$ cat src/rtl/ntw_pkg.sv
`timescale 1ns / 1ps

package ntw_pkg;

    // defaults for the top-level parameters
    localparam int unsigned DEF_MAX_DEPTH         = 8;
    localparam int unsigned DEF_MAX_MESSAGE_BYTES = 65535;

    // queue depths (powers of two, pointers wrap naturally)
    localparam int unsigned IN_DEPTH  = 2;
    localparam int unsigned OUT_DEPTH = 4;

    // commands
    localparam logic CMD_START = 1'b0;
    localparam logic CMD_DATA  = 1'b1;

    // result kinds
    localparam logic [2:0] K_HEADER    = 3'd0;
    localparam logic [2:0] K_PAYLOAD   = 3'd1;
    localparam logic [2:0] K_GROUP_END = 3'd2;
    localparam logic [2:0] K_MSG_END   = 3'd3;
    localparam logic [2:0] K_ERROR     = 3'd4;

    // error codes
    localparam logic [1:0] ERR_NONE   = 2'd0;
    localparam logic [1:0] ERR_BOUNDS = 2'd1;
    localparam logic [1:0] ERR_SHORT  = 2'd2;
    localparam logic [1:0] ERR_DEEP   = 2'd3;

    // walker status
    localparam logic [1:0] ST_IDLE = 2'd0;
    localparam logic [1:0] ST_RUN  = 2'd1;
    localparam logic [1:0] ST_DONE = 2'd2;
    localparam logic [1:0] ST_ERR  = 2'd3;

    // input beat plus pre-decoded header fields
    typedef struct packed {
        logic        cmd;
        logic [15:0] msg_len;
        logic [31:0] word;
        logic [12:0] hdr_len;
        logic [13:0] aligned;
        logic        len_short;
        logic        grouping;
        logic [10:0] body_words;
    } t_item;

    typedef struct packed {
        logic  valid;
        t_item item;
    } t_front_out;

    typedef struct packed {
        logic [2:0]  kind;
        logic [5:0]  ns;
        logic [9:0]  code;
        logic [1:0]  dtype;
        logic        list;
        logic [12:0] len;
        logic [3:0]  level;
        logic [31:0] word;
        logic [1:0]  err;
        logic        last;
    } t_result;

endpackage

$ cat src/rtl/ntw_front.sv
`timescale 1ns / 1ps

module ntw_front (
    input  logic                i_clk,
    input  logic                i_rst_n,
    input  logic                i_cfg_wr_en,
    input  logic [1:0]          i_cfg_wr_data,
    input  logic                push,
    output logic                full,
    input  logic                i_command,
    input  logic [15:0]         i_message_length,
    input  logic [31:0]         i_data_word,
    output ntw_pkg::t_front_out o_fr,
    input  logic                i_take
);
    import ntw_pkg::*;

    localparam int unsigned IW = $clog2(IN_DEPTH);
    localparam int unsigned CW = IW + 1;

    logic [1:0]    r_obj_type;
    t_item         r_q [IN_DEPTH];
    logic [IW-1:0] r_wp, r_rp;
    logic [CW-1:0] r_cnt;

    logic [12:0] w_len;
    logic [13:0] w_aligned;
    logic        w_wr, w_rd;
    t_item       w_item;

    // header decode
    always_comb begin
        w_len     = i_data_word[28:16];
        w_aligned = ({1'b0, w_len} + 14'd3) & ~14'd3;
        w_item.cmd        = i_command;
        w_item.msg_len    = i_message_length;
        w_item.word       = i_data_word;
        w_item.hdr_len    = w_len;
        w_item.aligned    = w_aligned;
        w_item.len_short  = (w_len < 13'd4);
        w_item.grouping   = (i_data_word[29] || (i_data_word[31:30] == r_obj_type))
                            && (w_len > 13'd4);
        w_item.body_words = 11'(w_aligned[13:2] - 12'd1);
    end

    assign full      = (r_cnt == CW'(IN_DEPTH));
    assign w_wr      = push && !full;
    assign w_rd      = i_take && (r_cnt != '0);
    assign o_fr.valid = (r_cnt != '0);
    assign o_fr.item  = r_q[r_rp];

    always_ff @(posedge i_clk) begin
        if (!i_rst_n) begin
            r_obj_type <= 2'd0;
            r_wp       <= '0;
            r_rp       <= '0;
            r_cnt      <= '0;
        end else begin
            if (i_cfg_wr_en) begin
                r_obj_type <= i_cfg_wr_data;
            end
            if (w_wr) begin
                r_wp <= r_wp + 1'b1;
            end
            if (w_rd) begin
                r_rp <= r_rp + 1'b1;
            end
            r_cnt <= r_cnt + CW'(w_wr) - CW'(w_rd);
        end
    end

    always_ff @(posedge i_clk) begin
        if (w_wr) begin
            r_q[r_wp] <= w_item;
        end
    end

endmodule

$ cat src/rtl/ntw_walker.sv
`timescale 1ns / 1ps

module ntw_walker #(
    parameter int unsigned MAX_DEPTH         = ntw_pkg::DEF_MAX_DEPTH,
    parameter int unsigned MAX_MESSAGE_BYTES = ntw_pkg::DEF_MAX_MESSAGE_BYTES
) (
    input  logic                i_clk,
    input  logic                i_rst_n,
    input  ntw_pkg::t_front_out i_fr,
    output logic                o_take,
    input  logic                i_out_full,
    output logic                o_push,
    output ntw_pkg::t_result    o_res
);
    import ntw_pkg::*;

    localparam int unsigned DW = $clog2(MAX_DEPTH + 1);
    localparam int unsigned SW = (MAX_DEPTH > 1) ? $clog2(MAX_DEPTH) : 1;
    localparam logic [16:0] MAX_MSG = 17'(MAX_MESSAGE_BYTES);

    localparam logic [1:0] S_ITEM  = 2'd0;
    localparam logic [1:0] S_CLOSE = 2'd1;
    localparam logic [1:0] S_LOAD  = 2'd2;
    localparam logic [1:0] S_FLUSH = 2'd3;

    function automatic t_result mk_res(input logic [2:0] kind, input logic [5:0] ns,
                                       input logic [9:0] code, input logic [1:0] dtype,
                                       input logic list, input logic [12:0] len,
                                       input logic [3:0] level, input logic [31:0] word,
                                       input logic [1:0] err);
        t_result r;
        r.kind  = kind;
        r.ns    = ns;
        r.code  = code;
        r.dtype = dtype;
        r.list  = list;
        r.len   = len;
        r.level = level;
        r.word  = word;
        r.err   = err;
        r.last  = 1'b0;
        return r;
    endfunction

    logic [1:0]    r_state, n_state;
    logic [16:0]   r_pos, n_pos;
    logic [15:0]   r_limit, n_limit;
    logic [10:0]   r_left, n_left;
    logic [DW-1:0] r_depth, n_depth;
    logic [1:0]    r_status, n_status;
    logic [16:0]   r_top_end, n_top_end;
    logic          r_top_list, n_top_list;
    logic [12:0]   r_top_len, n_top_len;
    t_result       r_pend, n_pend;
    logic          r_pend_v, n_pend_v;

    // stack entries below the cached top
    logic [16:0] m_end  [MAX_DEPTH];
    logic        m_list [MAX_DEPTH];
    logic [12:0] m_len  [MAX_DEPTH];
    logic [16:0] r_rd_end;
    logic        r_rd_list;
    logic [12:0] r_rd_len;

    logic          w_mem_wr, w_mem_rd;
    logic [DW-1:0] w_dm1, w_dm2;
    logic          w_step;
    t_item         w_it;
    logic [3:0]    w_level;
    logic [16:0]   w_bound;
    logic [17:0]   w_end_sum;
    t_result       w_res;
    logic          w_have;

    assign w_dm1   = r_depth - DW'(1);
    assign w_dm2   = r_depth - DW'(2);
    assign w_step  = !i_out_full;
    assign w_it    = i_fr.item;
    assign w_level = 4'(r_depth);
    assign w_bound = (r_depth != '0) ? r_top_end : {1'b0, r_limit};
    assign w_end_sum = {1'b0, r_pos} + 18'(w_it.hdr_len);

    always_comb begin
        n_state    = r_state;
        n_pos      = r_pos;
        n_limit    = r_limit;
        n_left     = r_left;
        n_depth    = r_depth;
        n_status   = r_status;
        n_top_end  = r_top_end;
        n_top_list = r_top_list;
        n_top_len  = r_top_len;
        n_pend     = r_pend;
        n_pend_v   = r_pend_v;
        o_take     = 1'b0;
        o_push     = 1'b0;
        o_res      = r_pend;
        w_mem_wr   = 1'b0;
        w_mem_rd   = 1'b0;
        w_res      = mk_res(K_HEADER, '0, '0, '0, 1'b0, '0, '0, '0, ERR_NONE);
        w_have     = 1'b0;

        case (r_state)
            S_ITEM: begin
                if (i_fr.valid && w_step) begin
                    o_take = 1'b1;
                    if (w_it.cmd == CMD_START) begin
                        n_pos    = '0;
                        n_limit  = w_it.msg_len;
                        n_left   = '0;
                        n_depth  = '0;
                        n_status = ST_RUN;
                        if ({1'b0, w_it.msg_len} > MAX_MSG) begin
                            o_push     = 1'b1;
                            o_res      = mk_res(K_ERROR, '0, '0, '0, 1'b0, '0, '0, '0,
                                                ERR_BOUNDS);
                            o_res.last = 1'b1;
                            n_status   = ST_ERR;
                        end else begin
                            n_state = S_CLOSE;
                        end
                    end else if (r_status == ST_RUN) begin
                        w_have = 1'b1;
                        if (r_left != '0) begin
                            w_res  = mk_res(K_PAYLOAD, '0, '0, '0, 1'b0, '0, w_level,
                                            w_it.word, ERR_NONE);
                            n_left = r_left - 11'd1;
                            n_pos  = r_pos + 17'd4;
                            if (r_left == 11'd1) begin
                                w_have   = 1'b0;
                                n_pend   = w_res;
                                n_pend_v = 1'b1;
                                n_state  = S_CLOSE;
                            end
                        end else if (w_it.len_short) begin
                            w_res    = mk_res(K_ERROR, '0, '0, '0, 1'b0, '0, w_level, '0,
                                              ERR_SHORT);
                            n_status = ST_ERR;
                        end else if (w_end_sum > {1'b0, w_bound}) begin
                            w_res    = mk_res(K_ERROR, '0, '0, '0, 1'b0, '0, w_level, '0,
                                              ERR_BOUNDS);
                            n_status = ST_ERR;
                        end else if (w_it.grouping && (r_depth >= DW'(MAX_DEPTH))) begin
                            w_res    = mk_res(K_ERROR, '0, '0, '0, 1'b0, '0, w_level, '0,
                                              ERR_DEEP);
                            n_status = ST_ERR;
                        end else begin
                            w_res = mk_res(K_HEADER, w_it.word[15:10], w_it.word[9:0],
                                           w_it.word[31:30], w_it.word[29], w_it.hdr_len,
                                           w_level, '0, ERR_NONE);
                            n_pos = r_pos + 17'd4;
                            if (w_it.grouping) begin
                                // spill the old top, cache the new group
                                w_mem_wr   = (r_depth != '0);
                                n_top_end  = r_pos + 17'(w_it.aligned);
                                n_top_list = w_it.word[29];
                                n_top_len  = w_it.hdr_len;
                                n_depth    = r_depth + DW'(1);
                            end else begin
                                n_left = w_it.body_words;
                                if (w_it.body_words == '0) begin
                                    w_have   = 1'b0;
                                    n_pend   = w_res;
                                    n_pend_v = 1'b1;
                                    n_state  = S_CLOSE;
                                end
                            end
                        end
                        if (w_have) begin
                            o_push     = 1'b1;
                            o_res      = w_res;
                            o_res.last = 1'b1;
                        end
                    end
                end
            end

            S_CLOSE: begin
                if (w_step) begin
                    if ((r_depth != '0) && (r_pos >= r_top_end)) begin
                        w_res   = mk_res(K_GROUP_END, '0, '0, '0, r_top_list, r_top_len,
                                         4'(w_dm1), '0, ERR_NONE);
                        w_have  = 1'b1;
                        n_depth = w_dm1;
                        if (r_depth > DW'(1)) begin
                            w_mem_rd = 1'b1;
                            n_state  = S_LOAD;
                        end
                    end else if (r_depth == '0) begin
                        if (r_pos == {1'b0, r_limit}) begin
                            w_res    = mk_res(K_MSG_END, '0, '0, '0, 1'b0, '0, '0, '0,
                                              ERR_NONE);
                            w_have   = 1'b1;
                            n_status = ST_DONE;
                        end else if (({1'b0, r_pos} + 18'd4) > {2'b0, r_limit}) begin
                            w_res    = mk_res(K_ERROR, '0, '0, '0, 1'b0, '0, '0, '0,
                                              ERR_BOUNDS);
                            w_have   = 1'b1;
                            n_status = ST_ERR;
                        end
                        n_state = w_have ? S_FLUSH : S_ITEM;
                    end else begin
                        n_state = S_ITEM;
                    end

                    if (w_have) begin
                        // older staged result is not the last one
                        o_push     = r_pend_v;
                        o_res      = r_pend;
                        o_res.last = 1'b0;
                        n_pend     = w_res;
                        n_pend_v   = 1'b1;
                    end else begin
                        o_push     = r_pend_v;
                        o_res      = r_pend;
                        o_res.last = 1'b1;
                        n_pend_v   = 1'b0;
                    end
                end
            end

            S_LOAD: begin
                n_top_end  = r_rd_end;
                n_top_list = r_rd_list;
                n_top_len  = r_rd_len;
                n_state    = S_CLOSE;
            end

            S_FLUSH: begin
                if (w_step) begin
                    o_push     = 1'b1;
                    o_res      = r_pend;
                    o_res.last = 1'b1;
                    n_pend_v   = 1'b0;
                    n_state    = S_ITEM;
                end
            end

            default: begin
                n_state = S_ITEM;
            end
        endcase
    end

    always_ff @(posedge i_clk) begin
        if (!i_rst_n) begin
            r_state  <= S_ITEM;
            r_pos    <= '0;
            r_limit  <= '0;
            r_left   <= '0;
            r_depth  <= '0;
            r_status <= ST_IDLE;
            r_pend_v <= 1'b0;
        end else begin
            r_state  <= n_state;
            r_pos    <= n_pos;
            r_limit  <= n_limit;
            r_left   <= n_left;
            r_depth  <= n_depth;
            r_status <= n_status;
            r_pend_v <= n_pend_v;
        end
    end

    always_ff @(posedge i_clk) begin
        r_top_end  <= n_top_end;
        r_top_list <= n_top_list;
        r_top_len  <= n_top_len;
        r_pend     <= n_pend;
    end

    always_ff @(posedge i_clk) begin
        if (w_mem_wr) begin
            m_end[w_dm1[SW-1:0]]  <= r_top_end;
            m_list[w_dm1[SW-1:0]] <= r_top_list;
            m_len[w_dm1[SW-1:0]]  <= r_top_len;
        end
        if (w_mem_rd) begin
            r_rd_end  <= m_end[w_dm2[SW-1:0]];
            r_rd_list <= m_list[w_dm2[SW-1:0]];
            r_rd_len  <= m_len[w_dm2[SW-1:0]];
        end
    end

endmodule

$ cat src/rtl/ntw_rq.sv
`timescale 1ns / 1ps

module ntw_rq (
    input  logic             i_clk,
    input  logic             i_rst_n,
    input  logic             i_push,
    input  ntw_pkg::t_result i_res,
    output logic             o_full,
    output logic             o_empty,
    input  logic             i_pop,
    output ntw_pkg::t_result o_head
);
    import ntw_pkg::*;

    localparam int unsigned IW = $clog2(OUT_DEPTH);
    localparam int unsigned CW = IW + 1;

    t_result       r_q [OUT_DEPTH];
    logic [IW-1:0] r_wp, r_rp;
    logic [CW-1:0] r_cnt;
    logic          w_wr, w_rd;

    assign o_full  = (r_cnt == CW'(OUT_DEPTH));
    assign o_empty = (r_cnt == '0);
    assign w_wr    = i_push && !o_full;
    assign w_rd    = i_pop && !o_empty;
    assign o_head  = r_q[r_rp];

    always_ff @(posedge i_clk) begin
        if (!i_rst_n) begin
            r_wp  <= '0;
            r_rp  <= '0;
            r_cnt <= '0;
        end else begin
            if (w_wr) begin
                r_wp <= r_wp + 1'b1;
            end
            if (w_rd) begin
                r_rp <= r_rp + 1'b1;
            end
            r_cnt <= r_cnt + CW'(w_wr) - CW'(w_rd);
        end
    end

    always_ff @(posedge i_clk) begin
        if (w_wr) begin
            r_q[r_wp] <= i_res;
        end
    end

endmodule

$ cat src/rtl/nested_tlv_stream_walker.sv
`timescale 1ns / 1ps

// Channel   Direction  Handshake         Payload
// input     in         push / full       i_command, i_message_length, i_data_word
// result    out        empty / pop       o_result_kind .. o_last_result (10 fields)
// config    in         i_cfg_wr_en       i_cfg_wr_data (object type code)
//
// A beat that ends an entry has its result held for the end check, then unwinds its group
// ends one by one; each end but the outermost reloads the cached stack top from memory.
// Reset (i_rst_n low at a clock edge) empties both queues and puts the walker idle.
// full rises when the 2-deep input queue holds two beats; the walker waits on a full result queue.

module nested_tlv_stream_walker #(
    parameter int unsigned MAX_DEPTH         = ntw_pkg::DEF_MAX_DEPTH,
    parameter int unsigned MAX_MESSAGE_BYTES = ntw_pkg::DEF_MAX_MESSAGE_BYTES
) (
    input  logic        i_clk,
    input  logic        i_rst_n,
    // configuration
    input  logic        i_cfg_wr_en,
    input  logic [1:0]  i_cfg_wr_data,
    // input beats
    input  logic        push,
    output logic        full,
    input  logic        i_command,
    input  logic [15:0] i_message_length,
    input  logic [31:0] i_data_word,
    // result beats
    output logic        empty,
    input  logic        pop,
    output logic [2:0]  o_result_kind,
    output logic [5:0]  o_namespace_id,
    output logic [9:0]  o_entry_code,
    output logic [1:0]  o_data_type,
    output logic        o_is_list,
    output logic [12:0] o_entry_length,
    output logic [3:0]  o_nesting_level,
    output logic [31:0] o_payload_word,
    output logic [1:0]  o_error_code,
    output logic        o_last_result
);
    import ntw_pkg::*;

    t_front_out w_fr;      // front queue head
    logic       w_take;    // walker consumes the head
    logic       w_rq_full;
    logic       w_rq_push;
    t_result    w_res;     // result from walker
    t_result    w_head;    // oldest waiting result

    // front: config register, header decode, input queue
    ntw_front u_front (
        .i_clk            (i_clk),
        .i_rst_n          (i_rst_n),
        .i_cfg_wr_en      (i_cfg_wr_en),
        .i_cfg_wr_data    (i_cfg_wr_data),
        .push             (push),
        .full             (full),
        .i_command        (i_command),
        .i_message_length (i_message_length),
        .i_data_word      (i_data_word),
        .o_fr             (w_fr),
        .i_take           (w_take)
    );

    // back: position tracking, group stack, result sequencing
    ntw_walker #(
        .MAX_DEPTH         (MAX_DEPTH),
        .MAX_MESSAGE_BYTES (MAX_MESSAGE_BYTES)
    ) u_walker (
        .i_clk      (i_clk),
        .i_rst_n    (i_rst_n),
        .i_fr       (w_fr),
        .o_take     (w_take),
        .i_out_full (w_rq_full),
        .o_push     (w_rq_push),
        .o_res      (w_res)
    );

    // result queue decouples walker from the consumer
    ntw_rq u_rq (
        .i_clk   (i_clk),
        .i_rst_n (i_rst_n),
        .i_push  (w_rq_push),
        .i_res   (w_res),
        .o_full  (w_rq_full),
        .o_empty (empty),
        .i_pop   (pop),
        .o_head  (w_head)
    );

    assign o_result_kind   = w_head.kind;
    assign o_namespace_id  = w_head.ns;
    assign o_entry_code    = w_head.code;
    assign o_data_type     = w_head.dtype;
    assign o_is_list       = w_head.list;
    assign o_entry_length  = w_head.len;
    assign o_nesting_level = w_head.level;
    assign o_payload_word  = w_head.word;
    assign o_error_code    = w_head.err;
    assign o_last_result   = w_head.last;

    // an error always ends the beat's results and carries a nonzero code
    a_err_last: assert property (@(posedge i_clk) disable iff (!i_rst_n)
        (!empty && (o_result_kind == K_ERROR)) |-> (o_error_code != ERR_NONE && o_last_result))
        else $error("error result without code or not last");

    // message end is last and at the outer level
    a_msg_end: assert property (@(posedge i_clk) disable iff (!i_rst_n)
        (!empty && (o_result_kind == K_MSG_END)) |-> (o_last_result && o_nesting_level == 4'd0))
        else $error("message end not last or not at outer level");

    // header fields only in header results
    a_hdr_fields: assert property (@(posedge i_clk) disable iff (!i_rst_n)
        (!empty && (o_result_kind != K_HEADER))
            |-> (o_namespace_id == 6'd0 && o_entry_code == 10'd0 && o_data_type == 2'd0))
        else $error("header fields set outside a header result");

    // payload word only in payload results
    a_payload: assert property (@(posedge i_clk) disable iff (!i_rst_n)
        (!empty && (o_result_kind != K_PAYLOAD)) |-> (o_payload_word == 32'd0))
        else $error("payload word set outside a payload result");

endmodule

$ cat config.mk
export PLATFORM = sky130hd
export DESIGN_NAME = nested_tlv_stream_walker
export DESIGN_NICKNAME = d
export VERILOG_FILES = /design/src/rtl/ntw_pkg.sv /design/src/rtl/ntw_front.sv /design/src/rtl/ntw_walker.sv /design/src/rtl/ntw_rq.sv /design/src/rtl/nested_tlv_stream_walker.sv
export SDC_FILE = /design/constraint.sdc
export NUM_CORES = 1
export LEC_CHECK = 0
export ABC_AREA = 1
export BUFFER_PORTS_ARGS = -buffer_cell sky130_fd_sc_hd__buf_2
export CAP_MARGIN = 5
export CORE_ASPECT_RATIO = 1.25
export CORE_MARGIN = 2
export CORE_UTILIZATION = 60
export CTS_CLUSTER_SIZE = 10
export DETAILED_ROUTE_END_ITERATION = 10
export PLACE_DENSITY = 0.84
export SETUP_SLACK_MARGIN = 0.05
export SLEW_MARGIN = 20
export SYNTH_ARGS = -nofsm -noshare
export SYNTH_HDL_FRONTEND = slang
export SYNTH_HIERARCHICAL = 1
export SYNTH_SLANG_ARGS = --single-unit
$ cat constraint.sdc
create_clock -name i_clk -period 10.2 [get_ports i_clk]
set_input_delay 2.04 -clock i_clk [delete_from_list [all_inputs] [get_ports i_clk]]
set_output_delay 2.04 -clock i_clk [all_outputs]
set_load 0.03 [all_outputs]
==> impl_metrics.yaml <==
timing:
  setup_tns_ns: 0
  fmax_mhz: 146.4
  worst_slack_ns: 3.369
  rsz0062_at_grt: "no"
  fin_crit_sh_pct: 66.97
  finalMaxSlewViolations: 0
  slew_headroom_pct: 18.36
  setup_viol: 0
  min_period_ns: 6.831
  finClkSkew_ns: 0.03361
  finalHoldViolCount: 0
  tightest_slew_ns: 1.213
global_routing:
  track_usage_pct: 29.68
  grt-ovfl-total: 0
  grt_pass1_vias: 26507
  antenna_found_initial: 1
  grt_max_degree: 93
  grt_pass1_wl_mm: 150.1
setup_path:
  cpPeakStageDelay_ns: 1.02
  critPathMostFrequentCell: "nand2_1"
  path_max_fanout: 31
  crit_path_top_delay_cell: "nor2_4"
  crit_arrival_ns: 7.08
  cp_top_family: "simple AND/OR/NAND/NOR gates"
  end_kind: "flip-flop"
  start_kind: "flip-flop"
  critPathRequiredTime_ns: 10.45
  path_buf_inv: 3
  path_class: "flip-flop to flip-flop"
pwr:
  peakVddDrop_uv: 220.9
  switching_share_pct: 40.45
  cellLeakagePower_nw: 16.08
  power_switching_mw: 5.422
  pwr-share-clk_pct: 23.4
  power_density_mw_per_mm2: 309.6
  combPwrFrac_pct: 38.9
  seqPwrFrac_pct: 37.7
  p_int_mw: 7.983
clock_network:
  cts_inserted_buffers: 99
  htreeDepth: 3
  ctsLongestPathBuffers: 3
  cts_root_buf: "clkbuf_16"
  clock_sinks: 892
  cts_tree: "yes"
  hold_buffers: 0
  postCtsSetupRepairBufs: 0
  cts_resized: 0
  clk_pin_slew_ns: 0.06
  clk-insertion-delay-late_ns: 0.66
synth:
  synth_top_cell_area_share_pct: 63.19
  netlist_instances: 3441
  synth_cell_types: 58
  synth_seq_cells: 892
  synth-seq-area-share_pct: 66.61
  yosysWarnings: 6
  synth.cell_area_sq_mm: 0.03921
  synth.avg_cell_area_sq_um: 11.39
  synth_top_cell_by_area: "edfxtp_1"
  yosys-top-cells-area: "edfxtp_1 (63%), nor2_1 (5.3%), nand2_1 (4.9%)"
route:
  ant_nets: 0
  drt-total-wl_mm: 100.4
  drc_errors: 0
  via_count: 27255
  viasPerCell: 6.125
  drtIter0Drc: 3050
  firstDrtPassIters: 6
  wl_per_cell_um: 22.55
floorplanning:
  initial_core_util_pct: 60.75
  core_sq_mm: 0.06454
  rows: 104
  die-area_sq_mm: 0.06742
  io_pins: 132
  die_w_um: 232.6
  die_y_um: 289.8
final_layout:
  mostFrequentLayoutCells: "edfxtp_1 (825), nor2_1 (537), nand2_1 (513)"
  layout_commonest_cell: "edfxtp_1"
  area_delta_synth_final_pct: 10.44
  final_layout_size_suffix_gt1_share_pct: 12.69
  n_antenna_cell: 0
  layout.nets: 3682
  n_fill_cell: 4418
place:
  gp_congestion: 0.9589
  io_buffers: 131
  dp_hpwl_mm: 62.69
  pre_cts_ws_ns: 3.865
worst_hold_path:
  hold_class: "flip-flop to flip-flop"
run:
  drv_cap: 0
run_status:
  status: "finished clean"
[registers in the layout, summed over array words and instances (netlist names), 4 cells and up, named ones only]
register and count:
u_walker/r_pos 15, u_walker/r_left 11, u_walker/r_top_end 17, u_walker/r_rd_len 13, u_walker/r_rd_end 17, u_walker/m_len 104
u_walker/r_depth 4, u_walker/r_pend 71, u_walker/m_list 8, u_walker/r_top_len 13, u_front/r_q 148, u_rq/r_q 296
u_walker/r_limit 16, u_walker/m_end 136
[worst reg2reg max path, delay by kind of cell (launching register included)]
kind,cells,cell delay (ns)
and+or+nand+nor,16,3.78
adders and majority gates,2,0.67
AOI/OAI and AO/OA,4,0.77
muxes,1,0.47
DFF,1,0.45
xor gates and xnor gates,1,0.12
buffers and inverters,3,0.18
[layout make-up]
type / count / area, sq um / area share [%]
well taps: 848 / 1061 / 2.451
inverters: 219 / 828.3 / 1.913
multi-input cells: 2152 / 11450 / 26.46
clock inverters: 5 / 80.08 / 0.1849
repair buffers: 173 / 1035 / 2.390
clock buffers: 161 / 2710 / 6.259
flip-flops and latches: 892 / 26130 / 60.35
[metal layers]
layer	vias to the layer above	GRT usage, %	wire [um]
li1	12297	-	-
met1	13034	34.15	34120
met2	1558	51.45	50570
met3	364	4.111	8221
met4	2	20.81	7425
met5	-	0	13
[kinds of logic after synthesis]
| group | synth area share [%] |
|---|---|
| other cells | 0.01916 |
| xor+xnor | 0.8712 |
| mux | 2.125 |
| simple gates | 13.49 |
| flops | 66.61 |
| buf+inv | 4.525 |
| compound gates | 9.497 |
| fa+ha+maj | 2.859 |
[synthesized netlist by cell type, drive strengths merged]
cell / number
a211oi: 1
a21boi: 2
a21o: 2
a21oi: 93
a22oi: 6
a31oi: 32
a32o: 12
buf: 79
clkbuf: 100
clkinv: 1
conb: 2
dfxtp: 67
edfxtp: 825
fa: 1
ha: 88
inv: 218
mux2: 74
nand2: 531
nand3: 108
nand3b: 2
nand4: 20
nor2: 570
nor3: 19
nor4: 6
o2111ai: 1
o211ai: 1
o21a: 2
o21ai: 408
o21bai: 2
o221ai: 1
o22ai: 116
o31ai: 1
o32ai: 2
or2: 8
or3: 1
xnor2: 7
xor2: 32
[worst paths after layout]
| path | startpoint | end | slack [ns] | depth (start not counted) |
|---|---|---|---|---|
| max | flip-flop | u_walker/m_end[6][14] | 3.37 | 27 |
| min | u_walker/r_status[1] | u_walker/r_status[1] | 0.46 | 2 |
| max reg2reg | flip-flop | u_walker/m_end[6][14] | 3.37 | 27 |
| min reg2reg | u_walker/r_status[1] | u_walker/r_status[1] | 0.46 | 2 |
[power groups by stage]
stage | logic, mW | clock network [mW] | registers (mW)
floorplan | 3.71 | 0 | 4.95
global placement | 4.94 | 0 | 5.09
detailed placement | 5.07 | 0 | 5.11
CTS | 5.12 | 3.18 | 5.04
global route | 5.70 | 3.32 | 5.07
finish | 5.22 | 3.14 | 5.05
[per-stage QoR]
stage	instance area, sq um	util, %	power, mW	std cells	hold slack (ns)
floorplan	39210	-	8.661	3442	0.4255
global placement	40420	62.62	10.03	4281	0.4386
detailed placement	40420	62.62	10.18	4281	0.4486
CTS	43210	66.94	13.33	4447	0.4563
global route	43300	67.08	14.08	4450	0.4931
finish	43300	67.08	13.40	4450	0.4575
(Power assumes the default switching activity.)
